### config.mk
export PLATFORM = sky130hd
export DESIGN_NAME = imucal_front
export DESIGN_NICKNAME = d
export VERILOG_FILES = /design/src/hdl/imucal_pkg.sv /design/src/hdl/imucal_front.sv
export SDC_FILE = /design/constraint.sdc
export NUM_CORES = 1
export LEC_CHECK = 0
export BUFFER_PORTS_ARGS = -buffer_cell sky130_fd_sc_hd__clkbuf_2
export CORE_AREA = 2 2 223 225
export DETAILED_ROUTE_END_ITERATION = 16
export DIE_AREA = 0 0 225 227
export PLACE_DENSITY = 0.75
export SYNTH_ARGS = -nofsm -noshare
export SYNTH_HDL_FRONTEND = slang
export SYNTH_SLANG_ARGS = --single-unit
export TNS_END_PERCENT = 5
### constraint.sdc
create_clock -name i_clk -period 12 [get_ports i_clk]
set_input_delay 1.2 -clock i_clk [delete_from_list [all_inputs] [get_ports i_clk]]
set_output_delay 1.2 -clock i_clk [all_outputs]
set_load 0.02 [all_outputs]
### src/hdl/imucal_pkg.sv
`timescale 1ns / 1ps
`default_nettype none
package imucal_pkg;
    localparam int SW = 32;
    localparam int IW = 48;
    localparam int FB = 16;
    localparam logic [31:0] K_DEG2RAD  = 32'd1144;
    localparam logic [31:0] K_GRAV     = 32'd642689;
    localparam logic [31:0] K_INV_GRAV = 32'd6683;

    typedef logic signed [SW-1:0] t_smp;
    typedef struct packed {
        t_smp gx, gy, gz, ax, ay, az, mx, my, mz;
    } t_in;
    typedef struct packed {
        t_smp gx, gy, gz, ax, ay, az, cx, cy, cz, sx, sy, sz;
    } t_out;

    typedef enum logic [2:0] {
        R_GBIAS = 3'd0, R_ABIAS = 3'd1, R_ASCALE = 3'd2, R_AMIS = 3'd3,
        R_MBIAS = 3'd4, R_MSCALE = 3'd5, R_ALPHA = 3'd6, R_NONE = 3'd7
    } t_reg;

    // Saturate a 50-bit signed value to a narrower signed width.
    function automatic logic signed [IW-1:0] sat_in(input logic signed [IW+1:0] v);
        logic signed [IW+1:0] hi;
        logic signed [IW+1:0] lo;
        hi = (IW+2)'((64'sd1 <<< (IW-1)) - 1);
        lo = -hi - 1;
        if (v > hi) return hi[IW-1:0];
        if (v < lo) return lo[IW-1:0];
        return v[IW-1:0];
    endfunction

    function automatic t_smp sat_out(input logic signed [IW+1:0] v);
        logic signed [IW+1:0] hi;
        logic signed [IW+1:0] lo;
        hi = (IW+2)'((64'sd1 <<< (SW-1)) - 1);
        lo = -hi - 1;
        if (v > hi) return hi[SW-1:0];
        if (v < lo) return lo[SW-1:0];
        return v[SW-1:0];
    endfunction
endpackage
`default_nettype wire

### src/hdl/imucal_front.sv
`timescale 1ns / 1ps
`default_nettype none
// Two-entry queue that decouples intake from the compute sequencer.
module imucal_front
    import imucal_pkg::*;
(
    input  wire  i_clk,
    input  wire  i_rst_n,
    input  wire  i_valid,
    output logic o_ready,
    input  t_in  i_data,
    output logic o_valid,
    input  wire  i_take,
    output t_in  o_data
);
    t_in        r_q [2];
    logic       r_wp, n_wp, r_rp, n_rp;
    logic [1:0] r_cnt, n_cnt;
    logic       w_push, w_pop;

    assign o_ready = (r_cnt != 2'd2);
    assign o_valid = (r_cnt != 2'd0);
    assign o_data  = r_q[r_rp];
    assign w_push  = i_valid && o_ready;
    assign w_pop   = i_take && o_valid;

    always_comb begin
        n_wp  = r_wp ^ w_push;
        n_rp  = r_rp ^ w_pop;
        n_cnt = r_cnt + {1'b0, w_push} - {1'b0, w_pop};
    end

    always_ff @(posedge i_clk) begin
        if (!i_rst_n) begin
            r_wp  <= 1'b0;
            r_rp  <= 1'b0;
            r_cnt <= 2'd0;
        end else begin
            r_wp  <= n_wp;
            r_rp  <= n_rp;
            r_cnt <= n_cnt;
        end
        if (w_push) r_q[r_wp] <= i_data;
    end
endmodule
`default_nettype wire

# --- After elaboration in Yosys (flattened, before gate mapping) ---
# Memory sizes are Yosys's and may differ from the RTL's. A register that Yosys moved wholly into a read port is not among the register bits.
# Cells that the tools add are included.
totals:
  memories: 1
  output_inout_bits: 290
  wordCells: 15
  ff_bits: 4
  ramBits: 576
  in_bits: 292
mem_list:
  columns: ["memory", "depth", "word_bits", "rd", "rd_clocked_by_memory_dff", "wr", "line", "text"]
  rows:
  - ["r_q", 2, 288, 1, 1, 1, "imucal_front.sv:16", "t_in r_q [2];"]
op_classes:
  reduce_logical: 3
  addsub: 2
  bitwise: 2
  n_mux: 3
  n_eq_ne: 1
op_table:
  columns: ["operator", "count"]
  rows:
  - ["$mux 1", 3]
  - ["$add 2x1->2", 1]
  - ["$logic_and 1x1->1", 2]
  - ["$ne 2x2->1 const B", 1]
  - ["$reduce_bool 2->1", 1]
  - ["$sub 2x1->2", 1]
  - ["$xor 1x1->1", 2]

# --- Longest topological paths before layout ---
logic_depth:
  word_depth: 4
  mapped_depth: 6
  mapped_depth_nobuf: 6

# --- Worst setup path after synthesis ---
# OpenSTA, ideal clock, no wires.
synth_path:
  path_kind: "input-to-reg"
  from: "in i_valid"
  to: "mem r_q[0][0] (netlist name), enable pin"
  path_buffers: 0
  arrival_time_ps: 7924
  cell_stages: 2
  setup_ps: 688
  slack_ps: 3389
  required_time_ps: 11312
  path_cell_list: "and2_1 ha_1"
synth_via:
  elab_chain_cells: 3
synth_lines:
  columns: ["element", "line", "text"]
  rows:
  - ["start: declaration", "imucal_front.sv:9", "input wire i_valid,"]
  - ["$logic_and 1x1->1", "imucal_front.sv:24", "assign w_push = i_valid && o_ready;"]
  - ["$mux 1", "imucal_front.sv:43", "if (w_push) r_q[r_wp] <= i_data;"]
  - ["$mux 1 (implied by the code)", "imucal_front.sv:43", null]
  - ["end: declaration", "imucal_front.sv:16", null]
# Every way passes these cells.

==> reports/qor.csv <==
stage,metric,value,unit
status,status,finished clean,
pwr,ir_drop,0.000194,V
layout,syn_to_final_growth,24.1,%
synthesis,synth_top_area_cell,edfxtp_1,
clock_tree,h-tree-depth,2,
floorplan,num_rows,81,
min_path,min_path_type,reg -> reg,
global_routing,grt_max_degree,144,
pwr,p_clk_share,29.8,%
sta,fin_ws,6870,ps
detailed_routing,viasPerCell,4.98,
global_routing,grt_pass1_wl,66100,um
placement,dp_slack,7340,ps
clock_tree,clk_pin_slew,60,ps
pwr,p_leak,10.6,nW
floorplan,die_y,227,um
placement,post-dp-hpwl,32600,um
clock_tree,clock_latency,580,ps
sta,period_minus_slack,5130,ps
pwr,internal_power,4.14,mW
synthesis,ys_top_cells_by_area,"edfxtp_1 79%, mux2_4 14%, mux2_2 4.5%",
synthesis,syn_area,21900,sq um
detailed_routing,drc,0,
layout,drive_gt1_share,60.3,%
sta,max_slew_margin,30.0,%
worst_setup_path,cp_max_fo,63,
clock_tree,cts_tree,yes,
worst_setup_path,critical_path_required,10800,ps
clock_tree,cts_sinks,581,
sta,final_hold_viol_count,0,
detailed_routing,vias,11000,
global_routing,gr-total-overflow,0,
detailed_routing,wl_per_cell,21.2,um
placement,gp_congestion,0.801,
pwr,p_total,5.78,mW
floorplan,design.die.area,51100,sq um
synthesis,ys_ff_latch,581,
clock_tree,cts_buffers,57,
sta,max_freq,195,MHz
floorplan,core-area,48500,sq um
worst_setup_path,endpoint_kind,output port,
sta,setup_viol,0,
global_routing,grt_usage,17.4,%
clock_tree,root_buffer,clkbuf_16,
global_routing,grt_pass1_vias,11400,
floorplan,ios,582,
layout,antenna_cells,0,
placement,io_buffers,581,
clock_tree,post-cts-setup-buffers,0,
global_routing,grt_antenna_before_repair,1,
pwr,powerDensity,213,nW/um^2
floorplan,fp.dieW,225,um
synthesis,synth_nets,1219,
pwr,power_frac_comb,25.1,%
sta,skew,17.5,ps
worst_setup_path,critPathLaunchType,flip-flop,
layout,layout_common_cells,"581 x clkbuf_2, 576 x edfxtp_1, 201 x mux2_4, 87 x mux2_2, 57 x clkbuf_16",
sta,worst_slew_pin_slew,1050,ps
min_path,worstHoldStart,r_rp,
synthesis,synth.distinct_cells,22,
detailed_routing,wl,46900,um
clock_tree,cts_hold_buffers,0,
worst_setup_path,path_class,reg -> out,
clock_tree,cts_resized,0,
worst_setup_path,timing.rr.start,r_cnt[0],
sta,slew_viol_final,0,
sta,tns,0,ps
layout,layout_commonest_cell,clkbuf_2,
layout,nNetsFinal,1835,
worst_setup_path,worstPathArrival,3930,ps
synthesis,ys.warnings.count,0,
clock_tree,clock_path_buffers,3,
pwr,power.share.switching,28.2,%
synthesis,synth_top_area_share,79.1,%
detailed_routing,drtAntennaViolNets,0,
detailed_routing,first_pass_iters,6,
pwr,power_switching,1.63,mW
pwr,pwr-share-seq,45.1,%
detailed_routing,dr.first_iter.drc_count,598,
flow_run,max-cap-violations,0,
synthesis,yosysSeqAreaShare,79.5,%
floorplan,initial_core_util,45.1,%
synthesis,netlist_instances,925,
sta,fin_crit_sh,42.7,%
sta,rsz0062_at_grt,false,
synthesis,avgSynthCellArea,23.7,sq um
## power groups by stage
stage | clock (mW) | sequential (mW) | combinational, mW
3_3_place_gp | 0 | 2.64 | 1.44
3_5_place_dp | 0 | 2.65 | 1.45
5_1_grt | 1.83 | 2.63 | 1.53
6_report | 1.72 | 2.61 | 1.45
2_1_floorplan | 0 | 2.67 | 1.07
4_1_cts | 1.76 | 2.61 | 1.46
## stage by stage
stage | hold slack [ps] | cells | cell area [sq um] | utilization, %
after floorplan | 526 | 925 | 21900 | -
after global placement | 565 | 2104 | 25300 | 52.2
after detailed placement | 582 | 2104 | 25300 | 52.2
after CTS | 607 | 2207 | 27100 | 55.9
after global routing | 609 | 2207 | 27100 | 55.9
final | 612 | 2207 | 27100 | 55.9
## cell usage after synthesis
cell type	number
nor2_1	2
and2_1	4
nand2b_1	2
nand2_1	1
nor2b_1	2
xnor2_1	1
a21bo_2	1
buf_6	26
buf_2	6
ha_1	2
nand3_1	1
mux2_4	201
or2_2	1
dfxtp_1	5
a211oi_1	1
mux2i_1	1
o21ai_0	2
inv_1	1
and3_1	1
a32oi_1	1
edfxtp_1	576
mux2_2	87
## final cells by class
| class | count | area [sq um] |
|---|---|---|
| flip-flops and latches | 581 | 17400 |
| repair buffers | 589 | 2990 |
| multi-input cells | 311 | 4170 |
| clock inverters | 34 | 329 |
| well taps | 622 | 778 |
| fillers | 3655 | 21400 |
| inverters | 1 | 3.75 |
| clock buffers | 69 | 1470 |
## state kept, by name (all words and copies together) (netlist names), named ones only
name   flops
r_cnt      2
r_rp       1
r_wp       1
r_q      576
## critical path, stage by stage (launching register included)
cell and delay, ps:
dfxtp_4 880, buf_4 850, buf_4 880, mux2_2 430
clkbuf_2 160
## logic make-up (layout without fill, tap and decap cells)
| logic type | after synthesis | in the layout | share of synthesized area (%) |
|---|---|---|---|
| simple gates | 14 | 14 | 0.360 |
| mux | 289 | 289 | 18.3 |
| fa+ha+maj | 2 | 2 | 0.114 |
| buf+inv | 33 | 693 | 1.49 |
| flops | 581 | 581 | 79.5 |
| xor+xnor | 1 | 1 | 0.0400 |
| compound gates | 5 | 5 | 0.166 |
## final timing paths
check | end | slack [ps] | cells past startpoint
hold reg to reg | flip-flop | 610 | 2
setup reg to reg | r_q[0][117] | 8030 | 5
setup / recovery | o_data[280] | 6870 | 4
hold / removal | flip-flop | 610 | 2
## layer usage
metal | part of all wire, % | GRT usage [%] | up-vias
li1 | - | - | 4927
met1 | 37 | 19.6 | 5478
met2 | 50 | 29.8 | 488
met3 | 9.4 | 6.53 | 94
met4 | 3.6 | 7.69 | 2
met5 | 0.028 | 0 | -
Power figures use the tool's default switching activity.
